<file path="src/rtl/id3d_pkg.sv">
// Shared types, codes and frame-ID classification for the ID3v2 tag deframer.
`timescale 1ns / 1ps

package id3d_pkg;

  localparam int unsigned SIZE_W  = 28;
  localparam int unsigned IDENT_W = 32;

  // Byte roles
  localparam logic [2:0] ROLE_TAGHDR   = 3'd0;
  localparam logic [2:0] ROLE_EXTHDR   = 3'd1;
  localparam logic [2:0] ROLE_FRAMEHDR = 3'd2;
  localparam logic [2:0] ROLE_PAYLOAD  = 3'd3;
  localparam logic [2:0] ROLE_PADDING  = 3'd4;
  localparam logic [2:0] ROLE_PAST     = 3'd5;

  // Frame kinds
  localparam logic [4:0] KIND_UNKNOWN = 5'd0;
  localparam logic [4:0] KIND_TEXT    = 5'd1;
  localparam logic [4:0] KIND_TXXX    = 5'd2;
  localparam logic [4:0] KIND_URL     = 5'd3;
  localparam logic [4:0] KIND_WXXX    = 5'd4;
  localparam logic [4:0] KIND_NAMED0  = 5'd5;
  localparam logic [4:0] KIND_PRIV    = 5'd23;
  localparam logic [4:0] KIND_ZERO    = 5'd24;

  localparam logic [7:0]  CHAR_T   = 8'h54;
  localparam logic [7:0]  CHAR_W   = 8'h57;
  localparam logic [23:0] TAIL_XXX = 24'h58_5858;
  localparam logic [IDENT_W-1:0] ID_PRIV = "PRIV";

  localparam int unsigned NUM_NAMED = 18;
  localparam logic [IDENT_W-1:0] NAMED_IDS [NUM_NAMED] = '{
    "UFID", "ETCO", "USLT", "SYLT", "COMM", "RVA2", "EQU2", "PCNT", "POPM",
    "RBUF", "LINK", "POSS", "USER", "OWNE", "COMR", "SEEK", "ENCR", "GRID"
  };

  // Queue between parser and result stage
  localparam int unsigned QUEUE_DEPTH = 2;
  localparam int unsigned QUEUE_PTR_W = (QUEUE_DEPTH > 1) ? $clog2(QUEUE_DEPTH) : 1;
  localparam int unsigned QUEUE_CNT_W = $clog2(QUEUE_DEPTH + 1);

  // One parsed word handed from the parser to the result stage
  typedef struct packed {
    logic [7:0]         data;
    logic [2:0]         role;
    logic               hdone;
    logic               flast;
    logic               tend;
    logic               hdr_zero;
    logic [IDENT_W-1:0] ident;
    logic [SIZE_W-1:0]  size;
    logic [SIZE_W-1:0]  payload_left;
    logic [SIZE_W-1:0]  tag_size;
    logic [3:0]         flags;
    logic [7:0]         version;
  } id3d_entry_t;

  function automatic logic [4:0] classify(input logic [IDENT_W-1:0] id);
    logic [4:0] k;
    k = KIND_UNKNOWN;
    if (id[31:24] == CHAR_T) begin
      k = (id[23:0] == TAIL_XXX) ? KIND_TXXX : KIND_TEXT;
    end else if (id[31:24] == CHAR_W) begin
      k = (id[23:0] == TAIL_XXX) ? KIND_WXXX : KIND_URL;
    end else if (id == ID_PRIV) begin
      k = KIND_PRIV;
    end else begin
      for (int i = 0; i < NUM_NAMED; i++) begin
        if (id == NAMED_IDS[i]) k = KIND_NAMED0 + 5'(i);
      end
    end
    return k;
  endfunction

endpackage

</file>
<file path="src/rtl/id3v2_tag_deframer_top.sv">
// Words go from the queue to the output register when it is empty or being popped.
// Throughput: one byte per cycle unless full; parser state updates once per byte.
// A two-entry queue separates the parser from the output register, so a stalled
//   consumer does not stop input until both hold words.
// Reset: asynchronous, active low; parser returns to the tag header, queue and
//   output register are emptied.
`timescale 1ns / 1ps

module id3v2_tag_deframer_top (
  input  logic                          clk_i,
  input  logic                          rst_ni,
  input  logic                          push,
  output logic                          full,
  input  logic [7:0]                    data_byte_i,
  output logic                          empty,
  input  logic                          pop,
  output logic [7:0]                    data_out_o,
  output logic [2:0]                    byte_role_o,
  output logic [4:0]                    frame_kind_o,
  output logic [id3d_pkg::SIZE_W-1:0]   payload_offset_o,
  output logic [id3d_pkg::SIZE_W-1:0]   frame_size_o,
  output logic [id3d_pkg::SIZE_W-1:0]   tag_size_o,
  output logic [3:0]                    tag_flags_o,
  output logic [7:0]                    tag_version_o,
  output logic                          header_done_o,
  output logic                          frame_last_o,
  output logic                          tag_end_o
);

  id3d_pkg::id3d_entry_t front_entry;
  id3d_pkg::id3d_entry_t head_entry;
  logic                  accept;
  logic                  head_valid;
  logic                  head_take;

  assign accept = push && !full;

  id3d_front u_front (
    .clk_i       (clk_i),
    .rst_ni      (rst_ni),
    .accept_i    (accept),
    .data_byte_i (data_byte_i),
    .entry_o     (front_entry)
  );

  id3d_queue u_queue (
    .clk_i     (clk_i),
    .rst_ni    (rst_ni),
    .wr_en_i   (accept),
    .wr_data_i (front_entry),
    .full_o    (full),
    .rd_en_i   (head_take),
    .valid_o   (head_valid),
    .rd_data_o (head_entry)
  );

  id3d_back u_back (
    .clk_i            (clk_i),
    .rst_ni           (rst_ni),
    .in_valid_i       (head_valid),
    .in_entry_i       (head_entry),
    .in_take_o        (head_take),
    .empty            (empty),
    .pop              (pop),
    .data_out_o       (data_out_o),
    .byte_role_o      (byte_role_o),
    .frame_kind_o     (frame_kind_o),
    .payload_offset_o (payload_offset_o),
    .frame_size_o     (frame_size_o),
    .tag_size_o       (tag_size_o),
    .tag_flags_o      (tag_flags_o),
    .tag_version_o    (tag_version_o),
    .header_done_o    (header_done_o),
    .frame_last_o     (frame_last_o),
    .tag_end_o        (tag_end_o)
  );

endmodule

</file>
<file path="src/rtl/id3d_front.sv">
// Parser front end: tracks tag, extended-header, frame-header and payload phases.
`timescale 1ns / 1ps

module id3d_front (
  input  logic                clk_i,
  input  logic                rst_ni,
  input  logic                accept_i,
  input  logic [7:0]          data_byte_i,
  output id3d_pkg::id3d_entry_t entry_o
);

  localparam logic [2:0] PH_TAGHDR   = 3'd0;
  localparam logic [2:0] PH_EXTHDR   = 3'd1;
  localparam logic [2:0] PH_FRAMEHDR = 3'd2;
  localparam logic [2:0] PH_PAYLOAD  = 3'd3;
  localparam logic [2:0] PH_PAST     = 3'd5;

  logic [2:0]                     phase_q, phase_d;
  logic [3:0]                     cnt_q, cnt_d;
  logic [id3d_pkg::IDENT_W-1:0]   ident_q, ident_d;
  logic [id3d_pkg::SIZE_W-1:0]    size_q, size_d;
  logic                           allzero_q, allzero_d;
  logic [id3d_pkg::SIZE_W-1:0]    pl_q, pl_d;
  logic [id3d_pkg::SIZE_W-1:0]    body_q, body_d;
  logic [id3d_pkg::SIZE_W-1:0]    tag_size_q, tag_size_d;
  logic [3:0]                     flags_q, flags_d;
  logic [7:0]                     ver_q, ver_d;
  logic                           in_body;
  logic                           hz;
  logic [id3d_pkg::SIZE_W-1:0]    pl_dec;
  logic [id3d_pkg::SIZE_W-1:0]    body_dec;
  id3d_pkg::id3d_entry_t          ent;

  always_comb begin
    phase_d    = phase_q;
    cnt_d      = cnt_q;
    ident_d    = ident_q;
    size_d     = size_q;
    allzero_d  = allzero_q;
    pl_d       = pl_q;
    body_d     = body_q;
    tag_size_d = tag_size_q;
    flags_d    = flags_q;
    ver_d      = ver_q;
    in_body    = 1'b0;
    hz         = allzero_q && (data_byte_i == 8'd0);
    pl_dec     = (pl_q != '0) ? pl_q - 1'b1 : pl_q;
    body_dec   = (body_q != '0) ? body_q - 1'b1 : body_q;
    ent        = '0;
    ent.data   = data_byte_i;
    ent.role   = id3d_pkg::ROLE_PAST;

    case (phase_q)
      PH_TAGHDR: begin
        ent.role = id3d_pkg::ROLE_TAGHDR;
        if (cnt_q == 4'd3) ver_d = data_byte_i;
        if (cnt_q == 4'd5) flags_d = data_byte_i[7:4];
        if (cnt_q == 4'd6) begin
          size_d = {21'd0, data_byte_i[6:0]};
        end else if (cnt_q > 4'd6) begin
          size_d = {size_q[20:0], data_byte_i[6:0]};
        end
        if (cnt_q >= 4'd9) begin
          tag_size_d = size_d;
          body_d     = size_d;
          cnt_d      = '0;
          allzero_d  = 1'b1;
          if (size_d == '0) begin
            ent.tend = 1'b1;
            phase_d  = PH_PAST;
          end else begin
            phase_d = flags_d[2] ? PH_EXTHDR : PH_FRAMEHDR;
          end
        end else begin
          cnt_d = cnt_q + 4'd1;
        end
      end
      PH_EXTHDR: begin
        ent.role = id3d_pkg::ROLE_EXTHDR;
        in_body  = 1'b1;
        if (cnt_q >= 4'd5) begin
          cnt_d   = '0;
          phase_d = PH_FRAMEHDR;
        end else begin
          cnt_d = cnt_q + 4'd1;
        end
      end
      PH_FRAMEHDR: begin
        in_body   = 1'b1;
        ent.role  = hz ? id3d_pkg::ROLE_PADDING : id3d_pkg::ROLE_FRAMEHDR;
        allzero_d = hz;
        if (cnt_q < 4'd4) ident_d = {ident_q[23:0], data_byte_i};
        if (cnt_q == 4'd4) begin
          size_d = {21'd0, data_byte_i[6:0]};
        end else if (cnt_q > 4'd4 && cnt_q < 4'd8) begin
          size_d = {size_q[20:0], data_byte_i[6:0]};
        end
        if (cnt_q >= 4'd9) begin
          // hand the raw ID and size to the result stage for classification
          ent.hdone    = 1'b1;
          ent.hdr_zero = hz;
          ent.ident    = ident_d;
          ent.size     = size_d;
          cnt_d        = '0;
          allzero_d    = 1'b1;
          if (!hz && size_q != '0) begin
            pl_d    = size_q;
            phase_d = PH_PAYLOAD;
          end
        end else begin
          cnt_d = cnt_q + 4'd1;
        end
      end
      PH_PAYLOAD: begin
        ent.role         = id3d_pkg::ROLE_PAYLOAD;
        in_body          = 1'b1;
        ent.payload_left = pl_q;
        pl_d             = pl_dec;
        if (pl_dec == '0) begin
          ent.flast = 1'b1;
          phase_d   = PH_FRAMEHDR;
        end
      end
      default: begin
        ent.role = id3d_pkg::ROLE_PAST;
      end
    endcase

    // every body byte counts against the tag size; cut off when it runs out
    if (in_body) begin
      body_d = body_dec;
      if (body_dec == '0) begin
        ent.tend = 1'b1;
        phase_d  = PH_PAST;
      end
    end

    ent.tag_size = tag_size_d;
    ent.flags    = flags_d;
    ent.version  = ver_d;
  end

  assign entry_o = ent;

  always_ff @(posedge clk_i or negedge rst_ni) begin
    if (!rst_ni) begin
      phase_q    <= PH_TAGHDR;
      cnt_q      <= '0;
      ident_q    <= '0;
      size_q     <= '0;
      allzero_q  <= 1'b1;
      pl_q       <= '0;
      body_q     <= '0;
      tag_size_q <= '0;
      flags_q    <= '0;
      ver_q      <= '0;
    end else if (accept_i) begin
      phase_q    <= phase_d;
      cnt_q      <= cnt_d;
      ident_q    <= ident_d;
      size_q     <= size_d;
      allzero_q  <= allzero_d;
      pl_q       <= pl_d;
      body_q     <= body_d;
      tag_size_q <= tag_size_d;
      flags_q    <= flags_d;
      ver_q      <= ver_d;
    end
  end

endmodule

</file>
<file path="src/rtl/id3d_queue.sv">
// Short register queue between the parser and the result stage.
`timescale 1ns / 1ps

module id3d_queue (
  input  logic                  clk_i,
  input  logic                  rst_ni,
  input  logic                  wr_en_i,
  input  id3d_pkg::id3d_entry_t wr_data_i,
  output logic                  full_o,
  input  logic                  rd_en_i,
  output logic                  valid_o,
  output id3d_pkg::id3d_entry_t rd_data_o
);

  id3d_pkg::id3d_entry_t                  mem_q [id3d_pkg::QUEUE_DEPTH];
  logic [id3d_pkg::QUEUE_PTR_W-1:0]       wr_ptr_q, rd_ptr_q;
  logic [id3d_pkg::QUEUE_CNT_W-1:0]       cnt_q;
  logic                                   do_wr, do_rd;

  assign full_o    = (cnt_q == id3d_pkg::QUEUE_CNT_W'(id3d_pkg::QUEUE_DEPTH));
  assign valid_o   = (cnt_q != '0);
  assign rd_data_o = mem_q[rd_ptr_q];
  assign do_wr     = wr_en_i && !full_o;
  assign do_rd     = rd_en_i && valid_o;

  function automatic logic [id3d_pkg::QUEUE_PTR_W-1:0] ptr_inc(
    input logic [id3d_pkg::QUEUE_PTR_W-1:0] p
  );
    return (p == id3d_pkg::QUEUE_PTR_W'(id3d_pkg::QUEUE_DEPTH - 1)) ? '0 : p + 1'b1;
  endfunction

  always_ff @(posedge clk_i) begin
    if (do_wr) mem_q[wr_ptr_q] <= wr_data_i;
  end

  always_ff @(posedge clk_i or negedge rst_ni) begin
    if (!rst_ni) begin
      wr_ptr_q <= '0;
      rd_ptr_q <= '0;
      cnt_q    <= '0;
    end else begin
      if (do_wr) wr_ptr_q <= ptr_inc(wr_ptr_q);
      if (do_rd) rd_ptr_q <= ptr_inc(rd_ptr_q);
      if (do_wr && !do_rd) begin
        cnt_q <= cnt_q + 1'b1;
      end else if (do_rd && !do_wr) begin
        cnt_q <= cnt_q - 1'b1;
      end
    end
  end

endmodule

</file>
<file path="src/rtl/id3d_back.sv">
// Result stage: classifies frame IDs, holds frame kind and size, forms payload offsets.
`timescale 1ns / 1ps

module id3d_back (
  input  logic                          clk_i,
  input  logic                          rst_ni,
  input  logic                          in_valid_i,
  input  id3d_pkg::id3d_entry_t         in_entry_i,
  output logic                          in_take_o,
  output logic                          empty,
  input  logic                          pop,
  output logic [7:0]                    data_out_o,
  output logic [2:0]                    byte_role_o,
  output logic [4:0]                    frame_kind_o,
  output logic [id3d_pkg::SIZE_W-1:0]   payload_offset_o,
  output logic [id3d_pkg::SIZE_W-1:0]   frame_size_o,
  output logic [id3d_pkg::SIZE_W-1:0]   tag_size_o,
  output logic [3:0]                    tag_flags_o,
  output logic [7:0]                    tag_version_o,
  output logic                          header_done_o,
  output logic                          frame_last_o,
  output logic                          tag_end_o
);

  logic                          out_valid_q;
  logic [4:0]                    held_kind_q, held_kind_d;
  logic [id3d_pkg::SIZE_W-1:0]   held_fs_q, held_fs_d;
  logic [4:0]                    kind_new, kind_d;
  logic [id3d_pkg::SIZE_W-1:0]   fs_new, fs_d, off_d;
  logic                          take;

  // refill the output register when it is empty or being drained this cycle
  assign take      = in_valid_i && (!out_valid_q || pop);
  assign in_take_o = take;
  assign empty     = !out_valid_q;

  always_comb begin
    kind_new    = in_entry_i.hdr_zero ? id3d_pkg::KIND_ZERO
                                      : id3d_pkg::classify(in_entry_i.ident);
    fs_new      = in_entry_i.hdr_zero ? '0 : in_entry_i.size;
    held_kind_d = held_kind_q;
    held_fs_d   = held_fs_q;
    kind_d      = id3d_pkg::KIND_UNKNOWN;
    fs_d        = '0;
    off_d       = '0;
    if (in_entry_i.hdone) begin
      held_kind_d = kind_new;
      held_fs_d   = fs_new;
      kind_d      = kind_new;
      fs_d        = fs_new;
    end else if (in_entry_i.role == id3d_pkg::ROLE_PAYLOAD) begin
      kind_d = held_kind_q;
      fs_d   = held_fs_q;
      off_d  = held_fs_q - in_entry_i.payload_left;
    end
  end

  always_ff @(posedge clk_i or negedge rst_ni) begin
    if (!rst_ni) begin
      out_valid_q <= 1'b0;
      held_kind_q <= '0;
      held_fs_q   <= '0;
    end else begin
      if (take) begin
        out_valid_q <= 1'b1;
        held_kind_q <= held_kind_d;
        held_fs_q   <= held_fs_d;
      end else if (pop) begin
        out_valid_q <= 1'b0;
      end
    end
  end

  always_ff @(posedge clk_i) begin
    if (take) begin
      data_out_o       <= in_entry_i.data;
      byte_role_o      <= in_entry_i.role;
      frame_kind_o     <= kind_d;
      payload_offset_o <= off_d;
      frame_size_o     <= fs_d;
      tag_size_o       <= in_entry_i.tag_size;
      tag_flags_o      <= in_entry_i.flags;
      tag_version_o    <= in_entry_i.version;
      header_done_o    <= in_entry_i.hdone;
      frame_last_o     <= in_entry_i.flast;
      tag_end_o        <= in_entry_i.tend;
    end
  end

endmodule

</file>
<file path="config.mk">
export PLATFORM = sky130hd
export DESIGN_NAME = id3v2_tag_deframer_top
export DESIGN_NICKNAME = d
export VERILOG_FILES = /design/src/rtl/id3d_pkg.sv /design/src/rtl/id3v2_tag_deframer_top.sv /design/src/rtl/id3d_front.sv /design/src/rtl/id3d_queue.sv /design/src/rtl/id3d_back.sv
export SDC_FILE = /design/constraint.sdc
export NUM_CORES = 1
export LEC_CHECK = 0
export CAP_MARGIN = 40
export CELL_PAD_IN_SITES_DETAIL_PLACEMENT = 1
export CELL_PAD_IN_SITES_GLOBAL_PLACEMENT = 1
export CORE_MARGIN = 4
export CORE_UTILIZATION = 35
export DETAILED_ROUTE_END_ITERATION = 8
export DONT_BUFFER_PORTS = 1
export HOLD_SLACK_MARGIN = 0.12
export PLACE_DENSITY_LB_ADDON = 0.1
export SYNTH_ARGS = -nofsm -noshare
export SYNTH_HDL_FRONTEND = slang
export SYNTH_SLANG_ARGS = --single-unit
</file>
<file path="constraint.sdc">
create_clock -name clk_i -period 8.97 [get_ports clk_i]
set_input_delay 0.897 -clock clk_i [delete_from_list [all_inputs] [get_ports clk_i]]
set_output_delay 0.897 -clock clk_i [all_outputs]
set_load 0.01 [all_outputs]
</file>
==> results_dict.tcl <==
set metrics [dict create \
    hold_viol 0 \
    antenna_cells 0 \
    drc 0 \
    fp-row-count 103 \
    grt_start_max_net_pins 202 \
    gr-total-overflow 0 \
    cp.required_ns 9.45 \
    finalCritPeriodShare 0.530 \
    worstSkewPairLatency_ns 0.63 \
    r2r_setup_slack_ns 4.22 \
    hpwlAfterDp_microns 54000 \
    worstHoldPathType "in2async" \
    n_fill_cell 8358 \
    postSynthCellCount 2396 \
    crit_type "reg2reg" \
    ys_top_cells_by_area "edfxtp_1, dfrtp_1, mux2_2" \
    synthTopCellsByCount "edfxtp_1, nand2_1, dfrtp_1" \
    syn_area_sq_mm 0.0283 \
    fmax_mhz 210 \
    synth_edf_count 401 \
    clockBufferDepth 3 \
    worstMarginPinSlew_ns 1.09 \
    arrival_ns 5.23 \
    p_leak_nw 12.2 \
    die_w_microns 292 \
    setup_viol 0 \
    cts_buffers 71 \
    cts_resized 0 \
    crit_fanout 79 \
    critical_path.cell_chain "mux2_2, ha_1, fa_1, nor2b_1, o31a_1, o41ai_1, a32oi_1, a31oi_1, o31ai_1, o21ai_0, or4_1, nand3_1" \
    multi_input_area_sq_mm 0.0104 \
    relSlewSlack 0.276 \
    grtUsageTotal 0.188 \
    first_iter_violations 937 \
    seqCellArea_sq_mm 0.0171 \
    clk_pin_slew_worst_paths_ns 0.06 \
    synth_cell_types 84 \
    outcome "completed" \
    skew_ns 0.0284 \
    avgViaCountPerCell 5.54 \
    synthesis.nets 2445 \
    die_h_microns 292 \
    cts_setup_buffers 0 \
    grt_pass1_vias 20344 \
    io_pins 129 \
    cts.sinks 603 \
    start_kind "flop" \
    placed_cell_area_sq_mm 0.0294 \
    finalMaxSlewViolations 0 \
    core_area_sq_mm 0.0795 \
    port-buffer-count 0 \
    cts_root_buf "clkbuf_16" \
    ys_seq_area_frac 0.605 \
    final_util 0.400 \
    path_buf_inv 0 \
    power_mw 12.9 \
    synth_top_cell_by_area "edfxtp_1" \
    synthArstFlopShare 0.335 \
    route.vias.total 19169 \
    wl_per_cell_microns 23.5 \
    die-area_sq_mm 0.0854 \
    slowest_stage "dfrtp_4" \
    max-vdd-ir-drop_v 0.000268 \
    antenna_found_initial 0 \
    syn_avg_cell_area_sq_um 11.8 \
    synth.most_common_cell "edfxtp_1" \
    reg2reg_from "u_queue.rd_ptr_q" \
    ant_nets 0 \
    worst_r2r_endpoint "u_back.payload_offset_o[26]" \
    stdcell_area_sq_mm 0.0318 \
    cp-end-kind "flop" \
    initial_core_util 0.356 \
    ys_warn_count 0 \
    synth_ff_type "edfxtp_1" \
    drive_gt1_frac 0.135 \
    dp_slack_ns 4.21 \
    fin_nets 2403 \
    drt_wl_total_microns 81500 \
    synth_seq_cells 603 \
    period_needed_ns 4.75 \
    maxCapViolations 0 \
    setup_ws_ns 4.22 \
    synth_top_area_share 0.426 \
    tns_ns 0 \
    worst-r2r-cell-count 12 \
    grt_first_pass_wirelength_microns 126000 \
    place_congestion 0.841 \
    first_pass_iters 5 \
    htreeDepth 3 \
    rsz0062_at_grt "no" \
    power_density_mw_per_mm2 404 \
    area.growth.synth_to_final_pct 12.6 \
    critPathMaxStageDelay_ns 0.99 \
    cts_tree "built" \
    path_delay_family "compound AO/OA/AOI/OAI gates" \
]
[logic make-up after synthesis]
| family | synth area share |
|---|---|
| simple gates | 0.126 |
| xor+xnor | 0.0136 |
| flops | 0.605 |
| fa+ha+maj | 0.0166 |
| mux | 0.0797 |
| compound gates | 0.130 |
| buf+inv | 0.0301 |
[registers in the layout, indices dropped and copies added, names as in the netlist, 2 cells and up]
register,flops
u_back.held_fs_q,28
u_front.pl_q,28
u_back.tag_version_o,8
u_back.payload_offset_o,28
u_queue.cnt_q,2
u_front.body_q,28
u_queue.mem_q,286
u_back.byte_role_o,3
u_back.tag_flags_o,4
u_back.frame_size_o,28
u_front.phase_q,3
u_back.data_out_o,8
u_front.flags_q,4
u_front.tag_size_q,28
u_front.size_q,28
u_back.frame_kind_o,5
u_back.tag_size_o,28
u_front.ver_q,8
u_front.cnt_q,4
u_front.ident_q,32
u_back.held_kind_q,5
[power breakdown]
group          total (mW)  internal [mW]  switching, mW  leakage [nW]
sequential           5.38           4.36           1.01          6.39
clock                2.89           1.68           1.21          1.15
combinational        4.60           1.65           2.96          4.65
total                12.9           7.69           5.17          12.2
[routing by layer]
layer / wire (microns) / GRT usage / up-vias
li1: - / - / 8872
met1: 38200 / 0.262 / 9828
met2: 38400 / 0.306 / 350
met3: 2710 / 0.0304 / 119
met4: 2150 / 0.0533 / 0
met5: 0 / 0 / -
[cells in the final DEF, fill, tap and decap left out, types with 19 or more instances in the layout]
| cell type | n |
|---|---|
| o21ai_0 | 109 |
| mux2_2 | 138 |
| clkbuf_16 | 71 |
| nand3_1 | 33 |
| o2111a_1 | 40 |
| inv_1 | 65 |
| dfrtp_1 | 200 |
| o22ai_1 | 31 |
| a22o_1 | 56 |
| nor2_1 | 178 |
| ha_1 | 36 |
| nor4_1 | 24 |
| xnor2_1 | 19 |
| mux2i_1 | 70 |
| xor2_1 | 25 |
| edfxtp_1 | 401 |
| nor3_1 | 46 |
| nand4_1 | 25 |
| nand2_1 | 295 |
| nand2b_1 | 20 |
| buf_4 | 26 |
| a22oi_1 | 48 |
| a21oi_1 | 151 |
[area by class of cell]
class,instances,share of cell area
well taps,1050,0.0413
multi-input cells,1572,0.326
clock inverters,45,0.0154
inverters,67,0.00806
flip-flops and latches,603,0.537
repair buffers,39,0.0135
clock buffers,87,0.0587
[worst max path at each step]
stage	depth (start not counted)	startpoint	to
floorplan	3	push	u_queue.mem_q[0][0]
global placement	12	u_queue.rd_ptr_q	u_back.payload_offset_o[26]
detailed placement	12	u_queue.rd_ptr_q	u_back.payload_offset_o[26]
CTS	12	u_queue.rd_ptr_q	u_back.payload_offset_o[26]
global route	12	u_queue.rd_ptr_q	u_back.payload_offset_o[26]
finish	12	u_queue.rd_ptr_q	u_back.payload_offset_o[26]
[metrics by stage]
stage / hold WS [ns] / cells
3_5_place_dp: 0.460 / 3327
2_1_floorplan: 0.440 / 2396
4_1_cts: 0.319 / 3461
3_3_place_gp: 0.452 / 3320
5_1_grt: 0.145 / 3463
6_report: 0.145 / 3463
[what timing repair did]
action / 4_1_cts / 5_1_grt
hold buffers: 2 / 0
endpoints found under the hold margin: 201 / 0
setup endpoints to repair: 0 / 0
Power figures use the tool's default switching activity.
